==> config.mk <==
export PLATFORM = sky130hd
export DESIGN_NAME = encapsulation_packet_deframer
export DESIGN_NICKNAME = d
export VERILOG_FILES = /design/src/hw/rtl/epd_pkg.sv /design/src/hw/rtl/epd_parser.sv /design/src/hw/rtl/epd_out_queue.sv /design/src/hw/rtl/encapsulation_packet_deframer.sv
export SDC_FILE = /design/constraint.sdc
export NUM_CORES = 1
export LEC_CHECK = 0
export ABC_AREA = 1
export BUFFER_PORTS_ARGS = -buffer_cell sky130_fd_sc_hd__buf_4
export CAP_MARGIN = 20
export CORE_MARGIN = 10
export CORE_UTILIZATION = 45
export CTS_CLUSTER_SIZE = 10
export DETAILED_ROUTE_END_ITERATION = 8
export PLACE_DENSITY = 0.7
export SLEW_MARGIN = 20
export SYNTH_ARGS = -nofsm -noshare
export SYNTH_HDL_FRONTEND = slang
export SYNTH_SLANG_ARGS = --single-unit
==> constraint.sdc <==
create_clock -name clk -period 16.8 [get_ports clk]
set_input_delay 1.68 -clock clk [delete_from_list [all_inputs] [get_ports clk]]
set_output_delay 1.68 -clock clk [all_outputs]
set_load 0.005 [all_outputs]
==> src/hw/rtl/epd_pkg.sv <==
// ----------------------------------------------------------------------------
// epd_pkg
// Types, codes and helpers shared by the encapsulation packet deframer.
// ----------------------------------------------------------------------------
package epd_pkg;

  localparam int DEF_OUT_DEPTH = 4;

  localparam int NIBBLE_W  = 4;
  localparam int DEFINED_W = 16;
  localparam int LENGTH_W  = 32;
  localparam int HDR_W     = 64;

  // Result kinds
  localparam logic [1:0] KIND_HEADER  = 2'd0;
  localparam logic [1:0] KIND_PAYLOAD = 2'd1;
  localparam logic [1:0] KIND_ERROR   = 2'd2;

  // Error codes
  localparam logic [1:0] ERR_NONE       = 2'd0;
  localparam logic [1:0] ERR_HDR_TRUNC  = 2'd1;
  localparam logic [1:0] ERR_PKT_TRUNC  = 2'd2;
  localparam logic [1:0] ERR_LEN_SHORT  = 2'd3;

  typedef enum logic [1:0] {
    PH_IDLE    = 2'd0,
    PH_HEADER  = 2'd1,
    PH_PAYLOAD = 2'd2
  } phase_t;

  typedef struct packed {
    logic [1:0]           kind;
    logic [2:0]           version_number;
    logic [2:0]           protocol_id;
    logic [1:0]           length_of_length;
    logic [NIBBLE_W-1:0]  user_defined;
    logic [NIBBLE_W-1:0]  protocol_id_ext;
    logic [DEFINED_W-1:0] defined_field;
    logic [LENGTH_W-1:0]  total_length;
    logic [7:0]           payload_byte;
    logic                 last;
    logic [1:0]           error_code;
  } res_t;

  // Results pushed by the parser for one accepted byte
  typedef struct packed {
    logic [1:0] cnt;
    res_t       r0;
    res_t       r1;
  } push_t;

  function automatic res_t make_error(input logic [1:0] code);
    res_t r;
    r            = '0;
    r.kind       = KIND_ERROR;
    r.last       = 1'b1;
    r.error_code = code;
    return r;
  endfunction

  function automatic res_t make_payload(input logic [7:0] b, input logic fin);
    res_t r;
    r              = '0;
    r.kind         = KIND_PAYLOAD;
    r.payload_byte = b;
    r.last         = fin;
    return r;
  endfunction

endpackage

==> src/hw/rtl/epd_parser.sv <==
// ----------------------------------------------------------------------------
// epd_parser
// Header/payload state machine: one byte per cycle while take is high, up to two results out.
// ----------------------------------------------------------------------------
module epd_parser
  import epd_pkg::*;
(
  input  logic       clk,
  input  logic       rst_n,
  input  logic       take,
  input  logic [7:0] data_byte,
  input  logic       buffer_last,
  output push_t      push
);

  phase_t                phase_r, phase_nxt;
  logic [2:0]            hcnt_r, hcnt_nxt;
  logic [HDR_W-9:0]      hdr_r, hdr_nxt;
  logic [7:0]            first_r, first_nxt;
  logic [LENGTH_W-1:0]   rem_r, rem_nxt;

  logic                  in_hdr;
  logic [3:0]            cnt;
  logic [HDR_W-1:0]      hdr_sh;
  logic [7:0]            first;
  logic [1:0]            lol;
  logic [3:0]            need;
  logic [LENGTH_W-1:0]   need_w;
  logic                  hdr_done;
  logic [LENGTH_W-1:0]   len;
  logic [7:0]            second;
  logic [DEFINED_W-1:0]  def;
  logic                  len_short;
  logic [LENGTH_W-1:0]   rem;
  logic                  rem_zero;
  logic [LENGTH_W-1:0]   pay_rem;
  logic                  pay_last;
  res_t                  hdr_res;

  assign in_hdr   = (phase_r == PH_HEADER);
  assign cnt      = (in_hdr ? {1'b0, hcnt_r} : 4'd0) + 4'd1;
  assign hdr_sh   = {(in_hdr ? hdr_r : {(HDR_W-8){1'b0}}), data_byte};
  assign first    = (cnt == 4'd1) ? data_byte : first_r;
  assign lol      = first[1:0];
  assign need     = 4'd1 << lol;
  assign need_w   = {{(LENGTH_W-4){1'b0}}, need};
  assign hdr_done = (cnt >= need);

  always_comb begin
    len    = '0;
    second = '0;
    def    = '0;
    case (lol)
      2'd0: len = {{(LENGTH_W-1){1'b0}}, 1'b1};
      2'd1: len = {{(LENGTH_W-8){1'b0}}, hdr_sh[7:0]};
      2'd2: begin
        second = hdr_sh[23:16];
        len    = {{(LENGTH_W-16){1'b0}}, hdr_sh[15:0]};
      end
      2'd3: begin
        second = hdr_sh[55:48];
        def    = hdr_sh[47:32];
        len    = hdr_sh[31:0];
      end
      default: len = '0;
    endcase
  end

  assign len_short = (len < need_w);
  assign rem       = len - need_w;
  assign rem_zero  = (rem == '0);
  assign pay_rem   = rem_r - {{(LENGTH_W-1){1'b0}}, 1'b1};
  assign pay_last  = (pay_rem == '0);

  always_comb begin
    hdr_res                  = '0;
    hdr_res.kind             = KIND_HEADER;
    hdr_res.version_number   = first[7:5];
    hdr_res.protocol_id      = first[4:2];
    hdr_res.length_of_length = lol;
    hdr_res.user_defined     = second[7:4];
    hdr_res.protocol_id_ext  = second[3:0];
    hdr_res.defined_field    = def;
    hdr_res.total_length     = len;
    hdr_res.last             = rem_zero;
    hdr_res.error_code       = ERR_NONE;
  end

  // Next state
  always_comb begin
    phase_nxt = phase_r;
    hcnt_nxt  = hcnt_r;
    hdr_nxt   = hdr_r;
    first_nxt = first_r;
    rem_nxt   = rem_r;
    if (take) begin
      case (phase_r)
        PH_PAYLOAD: begin
          rem_nxt = pay_rem;
          if (pay_last) begin
            phase_nxt = PH_IDLE;
          end else if (buffer_last) begin
            phase_nxt = PH_IDLE;
            rem_nxt   = '0;
          end
        end
        default: begin
          if (!hdr_done) begin
            phase_nxt = PH_HEADER;
            hcnt_nxt  = cnt[2:0];
            hdr_nxt   = hdr_sh[HDR_W-9:0];
            first_nxt = first;
            if (buffer_last) begin
              phase_nxt = PH_IDLE;
              hcnt_nxt  = '0;
              hdr_nxt   = '0;
            end
          end else begin
            hcnt_nxt = '0;
            hdr_nxt  = '0;
            if (len_short || rem_zero || buffer_last) begin
              phase_nxt = PH_IDLE;
              rem_nxt   = '0;
            end else begin
              phase_nxt = PH_PAYLOAD;
              rem_nxt   = rem;
            end
          end
        end
      endcase
    end
  end

  // Outputs
  always_comb begin
    push.cnt = 2'd0;
    push.r0  = '0;
    push.r1  = make_error(ERR_PKT_TRUNC);
    if (take) begin
      case (phase_r)
        PH_PAYLOAD: begin
          push.r0  = make_payload(data_byte, pay_last);
          push.cnt = (!pay_last && buffer_last) ? 2'd2 : 2'd1;
        end
        default: begin
          if (!hdr_done) begin
            push.r0  = make_error(ERR_HDR_TRUNC);
            push.cnt = buffer_last ? 2'd1 : 2'd0;
          end else if (len_short) begin
            push.r0  = make_error(ERR_LEN_SHORT);
            push.cnt = 2'd1;
          end else begin
            push.r0  = hdr_res;
            push.cnt = (!rem_zero && buffer_last) ? 2'd2 : 2'd1;
          end
        end
      endcase
    end
  end

  always_ff @(posedge clk) begin
    if (!rst_n) begin
      phase_r <= PH_IDLE;
      hcnt_r  <= '0;
      hdr_r   <= '0;
      rem_r   <= '0;
    end else begin
      phase_r <= phase_nxt;
      hcnt_r  <= hcnt_nxt;
      hdr_r   <= hdr_nxt;
      rem_r   <= rem_nxt;
    end
  end

  always_ff @(posedge clk) begin
    first_r <= first_nxt;
  end

endmodule

==> src/hw/rtl/epd_out_queue.sv <==
// ----------------------------------------------------------------------------
// epd_out_queue
// Small result queue: takes up to two results a cycle, hands out one while out_ready is high.
// ----------------------------------------------------------------------------
module epd_out_queue
  import epd_pkg::*;
#(
  parameter int DEPTH = DEF_OUT_DEPTH
) (
  input  logic  clk,
  input  logic  rst_n,
  input  push_t push,
  output logic  space_ok,
  output logic  out_valid,
  input  logic  out_ready,
  output res_t  out_res
);

  localparam int PW = (DEPTH > 1) ? $clog2(DEPTH) : 1;
  localparam int CW = $clog2(DEPTH + 1);

  res_t            q_r [DEPTH];
  logic [PW-1:0]   wr_ptr_r, wr_ptr_nxt, rd_ptr_r, rd_ptr_nxt;
  logic [PW-1:0]   wp1, wp2;
  logic [CW-1:0]   count_r, count_nxt;
  logic            pop;

  function automatic logic [PW-1:0] inc(input logic [PW-1:0] p);
    return (p == PW'(DEPTH - 1)) ? '0 : p + 1'b1;
  endfunction

  assign wp1 = inc(wr_ptr_r);
  assign wp2 = inc(wp1);
  assign pop = (count_r != '0) && out_ready;

  always_comb begin
    case (push.cnt)
      2'd1:    wr_ptr_nxt = wp1;
      2'd2:    wr_ptr_nxt = wp2;
      default: wr_ptr_nxt = wr_ptr_r;
    endcase
    rd_ptr_nxt = pop ? inc(rd_ptr_r) : rd_ptr_r;
    count_nxt  = count_r + CW'(push.cnt) - CW'(pop);
  end

  always_ff @(posedge clk) begin
    if (!rst_n) begin
      wr_ptr_r <= '0;
      rd_ptr_r <= '0;
      count_r  <= '0;
    end else begin
      wr_ptr_r <= wr_ptr_nxt;
      rd_ptr_r <= rd_ptr_nxt;
      count_r  <= count_nxt;
    end
  end

  always_ff @(posedge clk) begin
    for (int i = 0; i < DEPTH; i++) begin
      if (push.cnt != 2'd0 && wr_ptr_r == PW'(i)) begin
        q_r[i] <= push.r0;
      end else if (push.cnt == 2'd2 && wp1 == PW'(i)) begin
        q_r[i] <= push.r1;
      end
    end
  end

  // Keep room for a full two-result transaction; no path from out_ready
  assign space_ok  = (count_r <= CW'(DEPTH - 2));
  assign out_valid = (count_r != '0);
  assign out_res   = q_r[rd_ptr_r];

endmodule

==> src/hw/rtl/encapsulation_packet_deframer.sv <==
// ----------------------------------------------------------------------------
// encapsulation_packet_deframer
// Encapsulation packet header parser with payload pass-through.
// ----------------------------------------------------------------------------
// Takes one byte per cycle while in_ready is high, MSB first. Each accepted
// byte is parsed in the cycle it arrives and its results (none, one, or two
// when a buffer ends inside a packet) enter a small output queue of OUT_DEPTH
// entries; a result is registered there, shows on out_* behind earlier ones
// and leaves at one per cycle while out_ready is high. in_ready depends only
// on the queue fill: it is high while at least two entries are free, so with
// out_ready held high a new byte is taken every cycle; the output port limits
// throughput when a buffer end adds an error result.
module encapsulation_packet_deframer
  import epd_pkg::*;
#(
  parameter int OUT_DEPTH = DEF_OUT_DEPTH
) (
  input  logic                 clk,
  input  logic                 rst_n,
  input  logic                 in_valid,
  output logic                 in_ready,
  input  logic [7:0]           in_data_byte,
  input  logic                 in_buffer_last,
  output logic                 out_valid,
  input  logic                 out_ready,
  output logic [1:0]           out_kind,
  output logic [2:0]           out_version_number,
  output logic [2:0]           out_protocol_id,
  output logic [1:0]           out_length_of_length,
  output logic [NIBBLE_W-1:0]  out_user_defined,
  output logic [NIBBLE_W-1:0]  out_protocol_id_ext,
  output logic [DEFINED_W-1:0] out_defined_field,
  output logic [LENGTH_W-1:0]  out_total_length,
  output logic [7:0]           out_payload_byte,
  output logic                 out_last,
  output logic [1:0]           out_error_code
);

  push_t push;
  res_t  res;
  logic  take;

  assign take = in_valid && in_ready;

  epd_parser u_parser (
    .clk         (clk),
    .rst_n       (rst_n),
    .take        (take),
    .data_byte   (in_data_byte),
    .buffer_last (in_buffer_last),
    .push        (push)
  );

  epd_out_queue #(
    .DEPTH (OUT_DEPTH)
  ) u_queue (
    .clk       (clk),
    .rst_n     (rst_n),
    .push      (push),
    .space_ok  (in_ready),
    .out_valid (out_valid),
    .out_ready (out_ready),
    .out_res   (res)
  );

  assign out_kind             = res.kind;
  assign out_version_number   = res.version_number;
  assign out_protocol_id      = res.protocol_id;
  assign out_length_of_length = res.length_of_length;
  assign out_user_defined     = res.user_defined;
  assign out_protocol_id_ext  = res.protocol_id_ext;
  assign out_defined_field    = res.defined_field;
  assign out_total_length     = res.total_length;
  assign out_payload_byte     = res.payload_byte;
  assign out_last             = res.last;
  assign out_error_code       = res.error_code;

endmodule

# Yosys cells after proc, flatten, opt, wreduce, memory -nomap -nowiden
# Memory sizes are Yosys's and may differ from the RTL's. A register that Yosys moved wholly into a read port is not among the register bits.
# Cells that the tools add are included.
[totals] reg_bits=100 ramBits=308 in_bits=13 output_inout_bits=79 wordCells=138 mem_count=1
[memory_table] name="u_queue.q_r" depth=4 width=77 read_ports=1 rd_ports_with_merged_regs=1 write_ports=2 line="epd_out_queue.sv:22" rtl="res_t q_r [DEPTH];"
[op_classes] n_addsub=8 n_lt_le_gt_ge=3 eq_ne=16 shifts=1 n_mux=64 bitwise=6 reduce_logical=31
[op_table] cell="$mux 77" n=6
[op_table] cell="$mux 79" n=4
[op_table] cell="$mux 32" n=5
[op_table] cell="$reduce_or 77->1" n=2
[op_table] cell="$mux 48" n=3
[op_table] cell="$pmux 32 s4" n=1
[op_table] cell="$logic_not 32->1" n=2
[op_table] cell="$lt 32x4->1" n=1
[op_table] cell="$sub 32x1->32 const B" n=1
[op_table] cell="$sub 32x4->32" n=1
[op_table] cell="$mux 2" n=14
[op_table] cell="$mux 1" n=24
[op_table] cell="$eq 2x2->1 const B" n=9
[op_table] cell="$mux 16" n=1
[op_table] cell="$pmux 8 s2" n=1
[op_table] cell="$logic_and 1x1->1" n=12
[op_table] cell="$eq 2x1->1 const B" n=5
[op_table] cell="$mux 3" n=3
[op_table] cell="$mux 8" n=1
[op_table] cell="$add 2x1->2 const B" n=3
[op_table] cell="$logic_not 2->1" n=3
[op_table] cell="$reduce_and 2->1" n=3
[op_table] cell="$reduce_bool 2->1" n=3
[op_table] cell="$add 4x1->4 const B" n=1
[op_table] cell="14 further kinds" n=20

# Depth between registers and ports, before layout
[depth] depth_word=24 mapped_depth=47 mapped_depth_nobuf=42

# Modules after synthesis
# A second synthesis with hierarchy kept.
[unflattened] hier_cells=2874 area_unflattened_um2=23427.5
[modules_own_cells] module="epd_out_queue" instances=1 cells_each=1588 area_each_um2=15448.6 seq_area_each_um2=9429.0
[modules_own_cells] module="epd_parser" instances=1 cells_each=1284 area_each_um2=7971.4 seq_area_each_um2=1941.9
[modules_own_cells] module="encapsulation_packet_deframer" instances=1 cells_each=2 area_each_um2=7.5 seq_area_each_um2=0.0

# Worst setup path after synthesis
# OpenSTA, ideal clock, no wires.
[synth_path] kind="flip-flop to flip-flop" startpoint="register u_parser.phase_r[1]" endpoint="memory u_queue.q_r[3][0] (netlist bit), enable pin" setup_ns=0.619 arrival_ns=10.377 required_ns=16.181 slack_ns=5.804 stages_incl_launch_ff=41 n_path_buf=5 period_less_slack_ns=10.996 cell_sequence="dfxtp_1 -> inv_2 -> nand2_1 -> buf_2 -> buf_1 -> clkbuf_1 -> nor2_1 -> ha_1 -> inv_1 -> nand4_1 -> nand2_2 -> clkinv_2 -> nand2_2 -> buf_6 -> nand2_4 -> nand2_4 -> nand2_4 -> buf_6 -> [... 5 more ...] -> a211oi_1 -> nor2_1 -> inv_1 -> nand3_2 -> nor2_2 -> nand3_1 -> nand2_1 -> nand2_1 -> nor2_1 -> nand2_1 -> nor2_1 -> nand3_2 -> nand2_2 -> nand2_1 -> nand2_1 -> nand2_2 -> ha_1 -> o21ai_0"
[synth_rtl] item="start: declaration" line="epd_parser.sv:16" rtl="phase_t phase_r, phase_nxt;"
[synth_rtl] item="start signal: assignment" line="epd_parser.sv:168" rtl="phase_r <= phase_nxt;"
[synth_rtl] item="end: declaration" line="epd_out_queue.sv:22"

==> results.md <==
- Die area: approximately 54,000 sq um
- Critical path arrival: ~8700 ps
- Most frequent cells in the layout: 600 x nor2_1, 254 x o21ai_0, 239 x edfxtp_1, 222 x nand2_1, 184 x nand3_1
- # nets final: between 2,000 and 2,500
- Via count: around 18,000
- Rel. slew slack: approximately 30%
- Row cnt: 77
- FILL cells: 4,125
- CP max FO: 44
- Critical path class: reg2reg
- Slew @ Worst Pin: ~1100 ps
- Non-Filler Instances: 3,063
- Inserted Clock Buffers: 47
- # DRC: 0
- Post-route design area: between 20,000 and 25,000 sq um
- Placed wire-length estimate: around 37 mm
- Num Clock Sinks: 410
- Antenna Cells: 0
- Initial Utilization: between 40% and 50%
- Buffers on Ports: 91
- Setup crit start kind: flop
- Top cells by area, synth: edfxtp_1 35%, dfxtp_1 17%, nor2_1 11%, o21ai_0 6.3%, nand3_1 4.6%
- Gr usage total: 21.2%
- Clock skew: 12.7 ps
- Pin count of the biggest net entering global routing: 93
- Critical Path Most Common Cell: nand2_1
- Post-synth EDFFs: 239
- Root Buffer: clkbuf_16
- Mapped Cells: between 2,000 and 2,500
- Final Hold Viols: 0
- Syn Std Cell Area: ~20,000 sq um
- Initial antenna violation count: 0
- Max Root-Sink Buffers: 3
- Crit-path max cell delay: roughly 740 ps
- Period utilisation layout: between 40% and 50%
- Die Wd: around 230 um
- Setup TNS: 0 ps
- Share of the synthesized area in the top cell type: between 30% and 40%
- Post-CTS sizing: 0
- P&R area growth vs syn: 11.8%
- Hold-fix buffers at CTS: 0
- Leakage: just over 9 nW
- DRT Wirelength: 58.9 mm
- Crit end category: flop
- Num ports: ~90
- Status: completed
- RSZ-0062 raised after global routing: false
- Syn Area/Cell: around 8.3 sq um
- Largest family of logic cells by synthesized area: simple AND/OR/NAND/NOR gates
- Synth Area in Adders: 1.74%
- Synth cell types: just over 50
- Fmax: around 0.12 GHz
- Die H: about 230 um
- Overflow after GRT: 0
- Post-route ant nets: 0
- Main flop type after synthesis: edfxtp_1
- Synth Area in Compound Gates: 14.7%
- Via count of the first global-routing pass: about 16,000
- Synthesis Warnings: 0
- TritonCTS clock tree: built
- Setup bufs post-CTS: 0
- Cell Pwr Density: around 140 nW/um^2
- Tightest Hold Check Type: reg2reg
- DR pass1 iterations: 6
- GPL Wtd Cong: between 0.9 and 1
- Dpl cells: between 2,000 and 3,000
- VDD IR max: 0.0796 mV
- Final Power: approximately 3.3 mW
- Share of cells above drive strength 1: a little under a tenth
- H-tree levels: 2
- Area after DPL: 21,300 sq um
- Worst EP required: around 17,000 ps
- Multiplexer share of the synthesized area: less than 1%
- Max_cap viols: 0
- Leading cell type in the layout, fill and taps excluded: nor2_1
- Period minus WS final: ~8300 ps
- Iter 0 DRT Violations: just over 2,000
- Slew Limit Fails: 0
- Simple-gate area share of the yosys netlist: 22.8%
- Post-synthesis xor/xnor area fraction: between 1.5 and 2%
- Flops & latches, synth: between 400 and 500
- Routed len/inst: slightly below 20 um
- Syn_nets: between 2,000 and 2,500
- Final setup vio count: 0
- Core area: between 40,000 and 50,000 sq um
- Post-synthesis sequential area ratio: 52.4%
- CP max-delay cell: a21oi_4
- Skew-Pair Late Insertion Delay: around 580 ps
- Asr flop ratio synth: 0%
- Clock edge transition at the registers on the reported setup and hold paths: approximately 60 ps
- Vias per cell: between 5 and 6
- First-pass GRT wire length: a little over 90 mm
- Area leader, netlist: edfxtp_1
area by class of cell:
| cell class | instances | area [sq um] | share of cell area, % |
|---|---|---|---|
| clock buffers | 81 | 1300 | 5.77 |
| clock inverters | 5 | 45.0 | 0.199 |
| inverters | 179 | 676 | 2.99 |
| multi-input cells | 1684 | 8400 | 37.1 |
| flip-flops and latches | 410 | 10600 | 46.9 |
| well taps | 592 | 741 | 3.28 |
| repair buffers | 112 | 841 | 3.72 |
layer usage:
metal	part of all wire, %	global-route usage [%]
met3	7.3	3.82
met5	0	0
met2	47	33.7
met1	44	28.6
met4	2.6	7.07
power breakdown:
group	internal (mW)	switching [mW]
Clock	0.525	0.396
Combinational	0.360	0.668
Sequential	1.24	0.0827
Total	2.12	1.15
cell families after synthesis:
family	count (synthesis)
compound gates	517
xor+xnor	38
fa+ha+maj	27
buf+inv	332
flops	410
mux	4
simple gates	1098
worst max-delay path, delay by kind of cell, from the launching register on:
family                   cells  cell delay (ps)
flip-flops                   1              320
buffers and inverters       11             1980
adder cells (fa/ha/maj)      3              840
AND/OR/NAND/NOR             26             3880
AO/OA/AOI/OAI                2             1030
metrics by stage:
stage / hold slack, ps / utilization (%) / setup WS [ps]
after global routing: 494 / 51.0 / 7540
after detailed placement: 463 / 48.0 / 8520
after global placement: 452 / 48.0 / 8620
after floorplan: 445 / - / 5800
final: 471 / 51.0 / 8450
after CTS: 471 / 51.0 / 8480
cells in the mapped netlist (3+ instances only):
cell type  instances
clkbuf_1         128
nor4_1             4
buf_4              7
dfxtp_1          171
o21ai_2            5
nor3_1             8
nand2_4            3
nand2_1          226
o21ai_0          256
a32oi_1           30
nor2_1           601
inv_2             14
xor2_1            28
o41ai_1            8
a22oi_1           17
o31ai_1           15
nand4_1           38
o22ai_1           77
edfxtp_1         239
o21ai_1           21
a21oi_1           74
buf_2             10
nand3_1          184
xnor2_1           10
nand3b_1           3
nand2_2           11
mux2_2             4
ha_1              25
nor2_2             6
buf_1              6
nand3_2            4
inv_1            163
a31oi_1            7
final timing paths:
check | from | to | slack (ps) | cells after the start
max | u_parser.phase_r[1] | u_queue.q_r[0][23] | 8450 | 42
min | u_parser.hdr_r[22] | u_parser.hdr_r[22] | 470 | 2
min reg2reg | u_parser.hdr_r[22] | u_parser.hdr_r[22] | 470 | 2
max reg2reg | u_parser.phase_r[1] | u_queue.q_r[0][23] | 8450 | 42
sequential cells by signal (all words and copies together) (netlist names), named ones only:
name              cells
u_queue.q_r         308
u_parser.hdr_r       48
u_parser.rem_r       32
u_parser.first_r      8
u_parser.hcnt_r       3
u_queue.count_r       3
u_parser.phase_r      2
u_queue.rd_ptr_r      2
u_queue.wr_ptr_r      2
Power figures use the tool's default switching activity.
